[config.mk]
export PLATFORM = sky130hd
export DESIGN_NAME = sync_length_checksum_deframer
export DESIGN_NICKNAME = d
export VERILOG_FILES = /design/src/rtl/sldf_pkg.sv /design/src/rtl/sldf_csr.sv /design/src/rtl/sldf_parser.sv /design/src/rtl/sync_length_checksum_deframer.sv
export SDC_FILE = /design/constraint.sdc
export NUM_CORES = 1
export LEC_CHECK = 0
export ABC_AREA = 0
export BUFFER_PORTS_ARGS = -buffer_cell sky130_fd_sc_hd__buf_2
export CORE_UTILIZATION = 47
export DETAILED_ROUTE_END_ITERATION = 8
export PLACE_DENSITY = 0.72
export SETUP_SLACK_MARGIN = 0.5
export SLEW_MARGIN = 20
export SYNTH_ARGS = -nofsm -noshare
export SYNTH_HDL_FRONTEND = slang
export SYNTH_SLANG_ARGS = --single-unit
[constraint.sdc]
create_clock -name clock -period 6.3 [get_ports clock]
set_input_delay 0 -clock clock [delete_from_list [all_inputs] [get_ports clock]]
set_output_delay 0 -clock clock [all_outputs]
set_load 0.05 [all_outputs]
[src/rtl/sldf_pkg.sv]
// shared types and constants of the sync length checksum deframer
`default_nettype none
package sldf_pkg;

   localparam logic [7:0] HDR_FIRST  = 8'hFF;
   localparam logic [7:0] HDR_SECOND = 8'hCC;

   localparam logic [7:0] RESET_RESPONSE_CODE = 8'd1;
   localparam logic [7:0] RESET_VOLTAGE_CODE  = 8'd2;
   localparam logic [7:0] RESET_ENCODER_CODE  = 8'd3;

   localparam int unsigned ADDR_W = 4;

   typedef enum logic [1:0] {
      REG_RESPONSE = 2'd0,
      REG_VOLTAGE  = 2'd1,
      REG_ENCODER  = 2'd2,
      REG_NONE     = 2'd3
   } reg_index_type;

   typedef enum logic [1:0] {
      ST_GOOD     = 2'd0,
      ST_MISMATCH = 2'd1,
      ST_SHORT    = 2'd2
   } status_type;

   typedef enum logic [1:0] {
      KIND_VOLTAGE = 2'd0,
      KIND_ENCODER = 2'd1,
      KIND_OTHER   = 2'd2
   } kind_type;

   typedef struct packed {
      logic [7:0] response_code;
      logic [7:0] voltage_code;
      logic [7:0] encoder_code;
   } codes_type;

   typedef struct packed {
      status_type      status;
      logic [7:0]      func_code;
      logic [7:0]      frame_len;
      kind_type        kind;
      logic [15:0]     voltage_mv;
      logic [3:0][7:0] enc;
   } result_type;

endpackage
`default_nettype wire

[src/rtl/sldf_csr.sv]
// configuration registers holding the three function codes
`default_nettype none
module sldf_csr (
   input  wire logic                         clock,
   input  wire logic                         reset,
   input  wire logic                         psel,
   input  wire logic                         penable,
   input  wire logic                         pwrite,
   input  wire logic [sldf_pkg::ADDR_W-1:0]  paddr,
   input  wire logic [31:0]                  pwdata,
   output logic      [31:0]                  prdata,
   output logic                              pready,
   output sldf_pkg::codes_type               codes
);
   import sldf_pkg::*;

   codes_type     codes_ff;
   codes_type     codes_in;
   reg_index_type index;
   logic          wr_en;

   assign index  = reg_index_type'(paddr[3:2]);
   assign wr_en  = psel && penable && pwrite;
   assign pready = 1'b1;
   assign codes  = codes_ff;

   always_comb begin
      codes_in = codes_ff;
      if (wr_en) begin
         case (index)
            REG_RESPONSE: codes_in.response_code = pwdata[7:0];
            REG_VOLTAGE:  codes_in.voltage_code  = pwdata[7:0];
            REG_ENCODER:  codes_in.encoder_code  = pwdata[7:0];
            default:      codes_in = codes_ff;
         endcase
      end
   end

   always_comb begin
      case (index)
         REG_RESPONSE: prdata = {24'd0, codes_ff.response_code};
         REG_VOLTAGE:  prdata = {24'd0, codes_ff.voltage_code};
         REG_ENCODER:  prdata = {24'd0, codes_ff.encoder_code};
         default:      prdata = 32'd0;
      endcase
   end

   always_ff @(posedge clock) begin
      if (reset) begin
         codes_ff.response_code <= RESET_RESPONSE_CODE;
         codes_ff.voltage_code  <= RESET_VOLTAGE_CODE;
         codes_ff.encoder_code  <= RESET_ENCODER_CODE;
      end else begin
         codes_ff <= codes_in;
      end
   end

endmodule
`default_nettype wire

[src/rtl/sldf_parser.sv]
// per-byte frame state machine: header hunt, length, body, checksum, short frame
`default_nettype none
module sldf_parser (
   input  wire logic                 clock,
   input  wire logic                 reset,
   input  wire logic                 step,
   input  wire logic [7:0]           rx_byte,
   input  wire sldf_pkg::codes_type  codes,
   output logic                      emit,
   output sldf_pkg::result_type      result
);
   import sldf_pkg::*;

   typedef enum logic [2:0] {
      PH_HUNT  = 3'd0,
      PH_HDR2  = 3'd1,
      PH_LEN   = 3'd2,
      PH_BODY  = 3'd3,
      PH_CSUM  = 3'd4,
      PH_SHORT = 3'd5
   } phase_type;

   phase_type       phase_ff, phase_in;
   logic [7:0]      len_ff, len_in;
   logic [7:0]      seen_ff, seen_in;
   logic [7:0]      sum_ff, sum_in;
   logic [7:0]      func_ff, func_in;
   logic [3:0][7:0] data_ff, data_in;
   logic [7:0]      seen_dec;
   logic [8:0]      seen_plus2;
   status_type      csum_status;
   kind_type        csum_kind;

   assign seen_dec   = seen_ff - 8'd1;
   assign seen_plus2 = {1'b0, seen_ff} + 9'd2;

   always_comb begin
      if (rx_byte == sum_ff) csum_status = ST_GOOD;
      else                   csum_status = ST_MISMATCH;
      if (func_ff == codes.response_code || func_ff == codes.voltage_code)
         csum_kind = KIND_VOLTAGE;
      else if (func_ff == codes.encoder_code)
         csum_kind = KIND_ENCODER;
      else
         csum_kind = KIND_OTHER;
   end

   always_comb begin
      phase_in = phase_ff;
      len_in   = len_ff;
      seen_in  = seen_ff;
      sum_in   = sum_ff;
      func_in  = func_ff;
      data_in  = data_ff;
      emit     = 1'b0;
      result   = '0;
      case (phase_ff)
         PH_HDR2: begin
            if (rx_byte == HDR_SECOND)     phase_in = PH_LEN;
            else if (rx_byte != HDR_FIRST) phase_in = PH_HUNT;
         end
         PH_LEN: begin
            len_in  = rx_byte;
            seen_in = 8'd0;
            sum_in  = 8'd0;
            func_in = 8'd0;
            data_in = '0;
            if (rx_byte == 8'd0) begin
               phase_in         = PH_HUNT;
               emit             = 1'b1;
               result.status    = ST_SHORT;
               result.frame_len = 8'd0;
               result.kind      = KIND_OTHER;
            end else if (rx_byte == 8'd1) begin
               phase_in = PH_SHORT;
            end else begin
               phase_in = PH_BODY;
            end
         end
         PH_SHORT: begin
            phase_in         = PH_HUNT;
            emit             = 1'b1;
            result.status    = ST_SHORT;
            result.frame_len = len_ff;
            result.kind      = KIND_OTHER;
         end
         PH_BODY: begin
            if (seen_ff == 8'd0) func_in = rx_byte;
            else if (seen_ff <= 8'd4) data_in[seen_dec[1:0]] = rx_byte;
            sum_in  = sum_ff + rx_byte;
            seen_in = seen_ff + 8'd1;
            if (seen_plus2 >= {1'b0, len_ff}) phase_in = PH_CSUM;
         end
         PH_CSUM: begin
            phase_in         = PH_HUNT;
            emit             = 1'b1;
            result.status    = csum_status;
            result.func_code = func_ff;
            result.frame_len = len_ff;
            result.kind      = csum_kind;
            if (csum_status == ST_GOOD && csum_kind == KIND_VOLTAGE)
               result.voltage_mv = {data_ff[1], data_ff[0]};
            if (csum_status == ST_GOOD && csum_kind == KIND_ENCODER)
               result.enc = data_ff;
         end
         default: begin
            if (rx_byte == HDR_FIRST) phase_in = PH_HDR2;
            else                      phase_in = PH_HUNT;
         end
      endcase
   end

   always_ff @(posedge clock) begin
      if (reset) begin
         phase_ff <= PH_HUNT;
         len_ff   <= 8'd0;
         seen_ff  <= 8'd0;
         sum_ff   <= 8'd0;
         func_ff  <= 8'd0;
         data_ff  <= '0;
      end else if (step) begin
         phase_ff <= phase_in;
         len_ff   <= len_in;
         seen_ff  <= seen_in;
         sum_ff   <= sum_in;
         func_ff  <= func_in;
         data_ff  <= data_in;
      end
   end

endmodule
`default_nettype wire

[src/rtl/sync_length_checksum_deframer.sv]
// top level of the sync length checksum deframer
//
// req channel: one received byte per transfer (req_rx_byte). rsp channel: one
// transfer per finished frame with status, function code, length, kind and
// the decoded voltage or encoder fields; bytes that do not end a frame give
// no rsp transfer.
// A byte is taken into an input register, then handled by the frame state
// machine, whose result is loaded into the rsp register.
// rsp_valid rises once a frame's last byte has passed both registers.
// Throughput is one byte per cycle while the rsp receiver does not stall.
// A stalled rsp receiver holds the rsp register; the input register still
// takes one more byte, after which req_ready drops until the rsp transfer.
// The function codes are set through the APB port at addresses 0, 4 and 8
// and should only be changed while no frame is in flight.
// Synchronous reset empties both registers, returns the parser to header
// hunt and restores the code registers to 1, 2 and 3.
`default_nettype none
module sync_length_checksum_deframer (
   input  wire logic                         clock,
   input  wire logic                         reset,
   input  wire logic                         req_valid,
   output logic                              req_ready,
   input  wire logic [7:0]                   req_rx_byte,
   output logic                              rsp_valid,
   input  wire logic                         rsp_ready,
   output logic [1:0]                        rsp_frame_status,
   output logic [7:0]                        rsp_func_code,
   output logic [7:0]                        rsp_frame_len,
   output logic [1:0]                        rsp_frame_kind,
   output logic [15:0]                       rsp_voltage_mv,
   output logic signed [7:0]                 rsp_enc_a,
   output logic signed [7:0]                 rsp_enc_b,
   output logic signed [7:0]                 rsp_enc_c,
   output logic signed [7:0]                 rsp_enc_d,
   input  wire logic                         psel,
   input  wire logic                         penable,
   input  wire logic                         pwrite,
   input  wire logic [sldf_pkg::ADDR_W-1:0]  paddr,
   input  wire logic [31:0]                  pwdata,
   output logic      [31:0]                  prdata,
   output logic                              pready
);
   import sldf_pkg::*;

   codes_type  codes;
   logic       in_valid_ff, in_valid_in;
   logic [7:0] in_byte_ff;
   logic       rsp_valid_ff, rsp_valid_in;
   result_type rsp_ff;
   result_type result;
   logic       emit;
   logic       step;

   sldf_csr u_csr (
      .clock   (clock),
      .reset   (reset),
      .psel    (psel),
      .penable (penable),
      .pwrite  (pwrite),
      .paddr   (paddr),
      .pwdata  (pwdata),
      .prdata  (prdata),
      .pready  (pready),
      .codes   (codes)
   );

   sldf_parser u_parser (
      .clock   (clock),
      .reset   (reset),
      .step    (step),
      .rx_byte (in_byte_ff),
      .codes   (codes),
      .emit    (emit),
      .result  (result)
   );

   assign step      = in_valid_ff && (!rsp_valid_ff || rsp_ready);
   assign req_ready = !in_valid_ff || step;

   always_comb begin
      in_valid_in = in_valid_ff;
      if (req_valid && req_ready) in_valid_in = 1'b1;
      else if (step)              in_valid_in = 1'b0;
      rsp_valid_in = rsp_valid_ff && !rsp_ready;
      if (step && emit) rsp_valid_in = 1'b1;
   end

   always_ff @(posedge clock) begin
      if (reset) begin
         in_valid_ff  <= 1'b0;
         rsp_valid_ff <= 1'b0;
      end else begin
         in_valid_ff  <= in_valid_in;
         rsp_valid_ff <= rsp_valid_in;
      end
   end

   always_ff @(posedge clock) begin
      if (req_valid && req_ready) in_byte_ff <= req_rx_byte;
      if (step && emit)           rsp_ff     <= result;
   end

   assign rsp_valid        = rsp_valid_ff;
   assign rsp_frame_status = rsp_ff.status;
   assign rsp_func_code    = rsp_ff.func_code;
   assign rsp_frame_len    = rsp_ff.frame_len;
   assign rsp_frame_kind   = rsp_ff.kind;
   assign rsp_voltage_mv   = rsp_ff.voltage_mv;
   assign rsp_enc_a        = $signed(rsp_ff.enc[0]);
   assign rsp_enc_b        = $signed(rsp_ff.enc[1]);
   assign rsp_enc_c        = $signed(rsp_ff.enc[2]);
   assign rsp_enc_d        = $signed(rsp_ff.enc[3]);

`ifndef ASSERT_OFF
   a_input_held: assert property (@(posedge clock) disable iff (reset)
      in_valid_ff && !step |=> in_valid_ff && $stable(in_byte_ff))
      else $error("input byte lost while stalled");

   a_short_is_other: assert property (@(posedge clock) disable iff (reset)
      rsp_valid && rsp_frame_status == ST_SHORT |->
         rsp_frame_kind == KIND_OTHER && rsp_func_code == 8'd0)
      else $error("short frame reported with a function code");

   a_bad_no_decode: assert property (@(posedge clock) disable iff (reset)
      rsp_valid && rsp_frame_status != ST_GOOD |->
         rsp_voltage_mv == 16'd0 && rsp_enc_a == 8'sd0 && rsp_enc_b == 8'sd0 &&
         rsp_enc_c == 8'sd0 && rsp_enc_d == 8'sd0)
      else $error("decoded fields set on a bad frame");

   a_kind_fields: assert property (@(posedge clock) disable iff (reset)
      rsp_valid && rsp_frame_kind != KIND_VOLTAGE |-> rsp_voltage_mv == 16'd0)
      else $error("voltage set for a non-voltage frame");
`endif

endmodule
`default_nettype wire

==> flow_metrics.tcl <==
set metrics [dict create \
    synth-edff-count 76 \
    max_slew_margin_pct 31.9 \
    rows 46 \
    start_util_pct 48.6 \
    peakVddDrop_uv 201 \
    crit_type "reg2reg" \
    post_cts_resized 0 \
    ctsRootBufferMaster "clkbuf_16" \
    path_max_fanout 59 \
    critPathLaunchType "register" \
    antenna_found_initial 0 \
    power_frac_clock_pct 44.9 \
    clockBufferDepth 2 \
    drc_errors 0 \
    fin_ws_ns 3.25 \
    yosys.area.top_type_share_pct 29.2 \
    fin_skew_ns 0.00974 \
    routedWlPerCell_um 14.6 \
    dp_slack_ns 3.24 \
    areaGrowthSynthToFinish_pct 16.5 \
    fin_crit_ns 3.05 \
    required_ns 6.36 \
    die_y_um 131 \
    ys_seq_elements 169 \
    intPower_uw 1730 \
    report.power.total_uw 2280 \
    stdcell_area_sq_um 9090 \
    synth_area_sq_um 7800 \
    gp_congestion 0.840 \
    dieArea_sq_um 17100 \
    core_area_sq_um 16100 \
    cp_top_family "simple AND/OR/NAND/NOR gates" \
    cp-end-kind "register" \
    path_buf_inv 2 \
    cts_max_level 4 \
    pwr-share-seq_pct 50.9 \
    grt_usage_pct 20.1 \
    setup_tns_ns 0 \
    final_cells 1122 \
    rsz0062_at_grt "false" \
    fillers 1386 \
    top_level_ports 154 \
    power.net_switching_uw 547 \
    detailed_place_hpwl_um 10600 \
    slowest_delay_ns 0.64 \
    nNetsFinal 966 \
    yosys-top-cells-count "96 x nand2_1, 93 x dfxtp_1, 76 x edfxtp_1" \
    port_buffers 102 \
    drtPass1Iterations 5 \
    synthDistinctLibCells 50 \
    synth_cells 798 \
    sw_frac_of_total_pct 24.0 \
    path_cells "nor4_1 > nand2_1 > or2_1 > nor3_1 > o21ai_1 > inv_2 > buf_4" \
    yosysWarnings 0 \
    synth_most_common_cell "nand2_1" \
    insertion_delay_ns 0.43 \
    clock-sinks 169 \
    timing.final.hold_violations 0 \
    slowest_stage "edfxtp_1" \
    drv_cap 0 \
    drive_gt1_share_pct 16.4 \
    first_global_vias 5213 \
    combPwrFrac_pct 4.2 \
    die_x_um 131 \
    cts_tree "yes" \
    num_vias 5795 \
    clkTransAtPathRegs_ns 0.07 \
    grt_pass1_wl_um 26000 \
    seq_area_frac_synth_pct 53.1 \
    timing.fmax_mhz 328 \
    finalMaxSlewViolations 0 \
    via_per_inst 5.16 \
    ant_nets 0 \
    drtIter0Drc 383 \
    synth_top_area_cell "edfxtp_1" \
    async_reset_ff_share_pct 0 \
    synthTopCellsByArea "edfxtp_1 29%, dfxtp_1 24%, and2_1 4.7%" \
    post-route-period-util_pct 48.4 \
    min_path_type "in2reg" \
    p_leak_uw 0.00336 \
    cp_data_arrival_time_ns 3.11 \
    worst_slew_pin_slew_ns 1.02 \
    syn_avg_cell_area_sq_um 9.78 \
    postPlaceCellArea_sq_um 8330 \
    dp_cells 1072 \
    gr-total-overflow 0 \
    antenna_cells 0 \
    finalSetupViolCount 0 \
    cts_inserted_buffers 17 \
    grt_max_degree 97 \
    pwr_density_cell_nw_per_um2 250 \
    routed_wirelength_um 16300 \
    status "finished clean" \
    synth-main-ff-cell "dfxtp_1" \
]
## placed cells by master, fill, tap and decap left out, types with 7 or more instances in the layout
master	Yosys	layout
dfxtp_1	93	93
clkbuf_16	0	17
a22oi_1	10	10
buf_2	2	102
conb_1	2	25
o21ai_0	14	14
and3_1	15	15
nand3_1	47	47
a31oi_1	10	10
edfxtp_1	76	76
inv_1	17	16
a21oi_1	67	67
nor3_1	19	19
and2_1	59	59
ha_1	21	21
a21o_1	7	7
nor4_1	8	8
xor2_1	30	30
nand2_1	96	96
mux2i_1	22	22
inv_6	0	7
nor2_1	61	60
dlygate4sd3_1	0	18
## timing repair
action	CTS	global route
setup buffers	0	0
hold buffers	18	0
endpoints found under the hold margin	33	0
## stage by stage
stage                     utilization [%]  hold WS [ns]
after CTS                            56.6        0.0108
final                                56.6        0.0412
after detailed placement             51.9         0.178
after floorplan                         -        0.0989
after global placement               51.9         0.178
after global routing                 56.6        0.0736
## flip-flops by register name, indices dropped and copies added (netlist names), 2 cells and up
register           flops
rsp_frame_kind         2
u_parser.func_ff       8
rsp_func_code          8
in_byte_ff             8
rsp_frame_status       2
u_parser.phase_ff      3
u_parser.data_ff      32
u_parser.len_ff        8
u_csr.codes           24
rsp_enc_d              8
u_parser.sum_ff        8
u_parser.seen_ff       8
rsp_enc_a              8
rsp_enc_c              8
rsp_enc_b              8
rsp_voltage_mv        16
rsp_frame_len          8
## power groups by stage
stage                     sequential (uW)  clock (uW)  combinational [uW]
final                                1160        1020                96.6
after global routing                 1160        1080                 103
after CTS                            1160        1040                96.0
after detailed placement             1180           0                87.1
after global placement               1180           0                86.8
after floorplan                      1170           0                87.0
## worst paths after layout
path | start | end | slack [ns] | depth (start not counted)
setup / recovery | in_byte_ff[3] | rsp_frame_len[4] | 3.25 | 7
hold / removal | rsp_ready | rsp_valid | 0.04 | 3
setup reg to reg | in_byte_ff[3] | rsp_frame_len[4] | 3.25 | 7
hold reg to reg | u_parser.data_ff[22] | u_parser.data_ff[22] | 0.45 | 2
## per-layer routing
layer	global-route usage (%)	vias to the layer above	share of wire [%]
met5	0	-	0
met4	6.90	0	1.3
met3	4.76	20	5.4
met2	32.6	176	47
met1	26.2	2688	46
li1	-	2911	-
## cells by family (layout without fill, tap and decap cells)
family | count (synthesis) | after routing | share of synthesized area [%]
xor+xnor | 36 | 36 | 4.04
mux | 25 | 25 | 3.25
compound gates | 125 | 125 | 9.41
buf+inv | 88 | 173 | 5.61
other cells | 2 | 25 | 0.0962
fa+ha+maj | 22 | 22 | 3.62
flops | 169 | 169 | 53.1
simple gates | 331 | 331 | 20.9
## worst min-delay path, delay by kind of cell
family	cells	cell delay, ns
AOI/OAI and AO/OA	1	0.09
buffers and inverters	1	0.11
and+or+nand+nor	1	0.21
## final cells by class
cell class / instances / area, sq um / area share [%]
Tap cell: 216 / 270 / 2.97
Inverter: 17 / 63.8 / 0.702
Timing Repair Buffer: 124 / 721 / 7.93
Multi-Input combinational cell: 564 / 3310 / 36.4
Clock buffer: 17 / 425 / 4.68
Clock inverter: 15 / 159 / 1.75
Sequential cell: 169 / 4140 / 45.6
(Power assumes the default switching activity.)
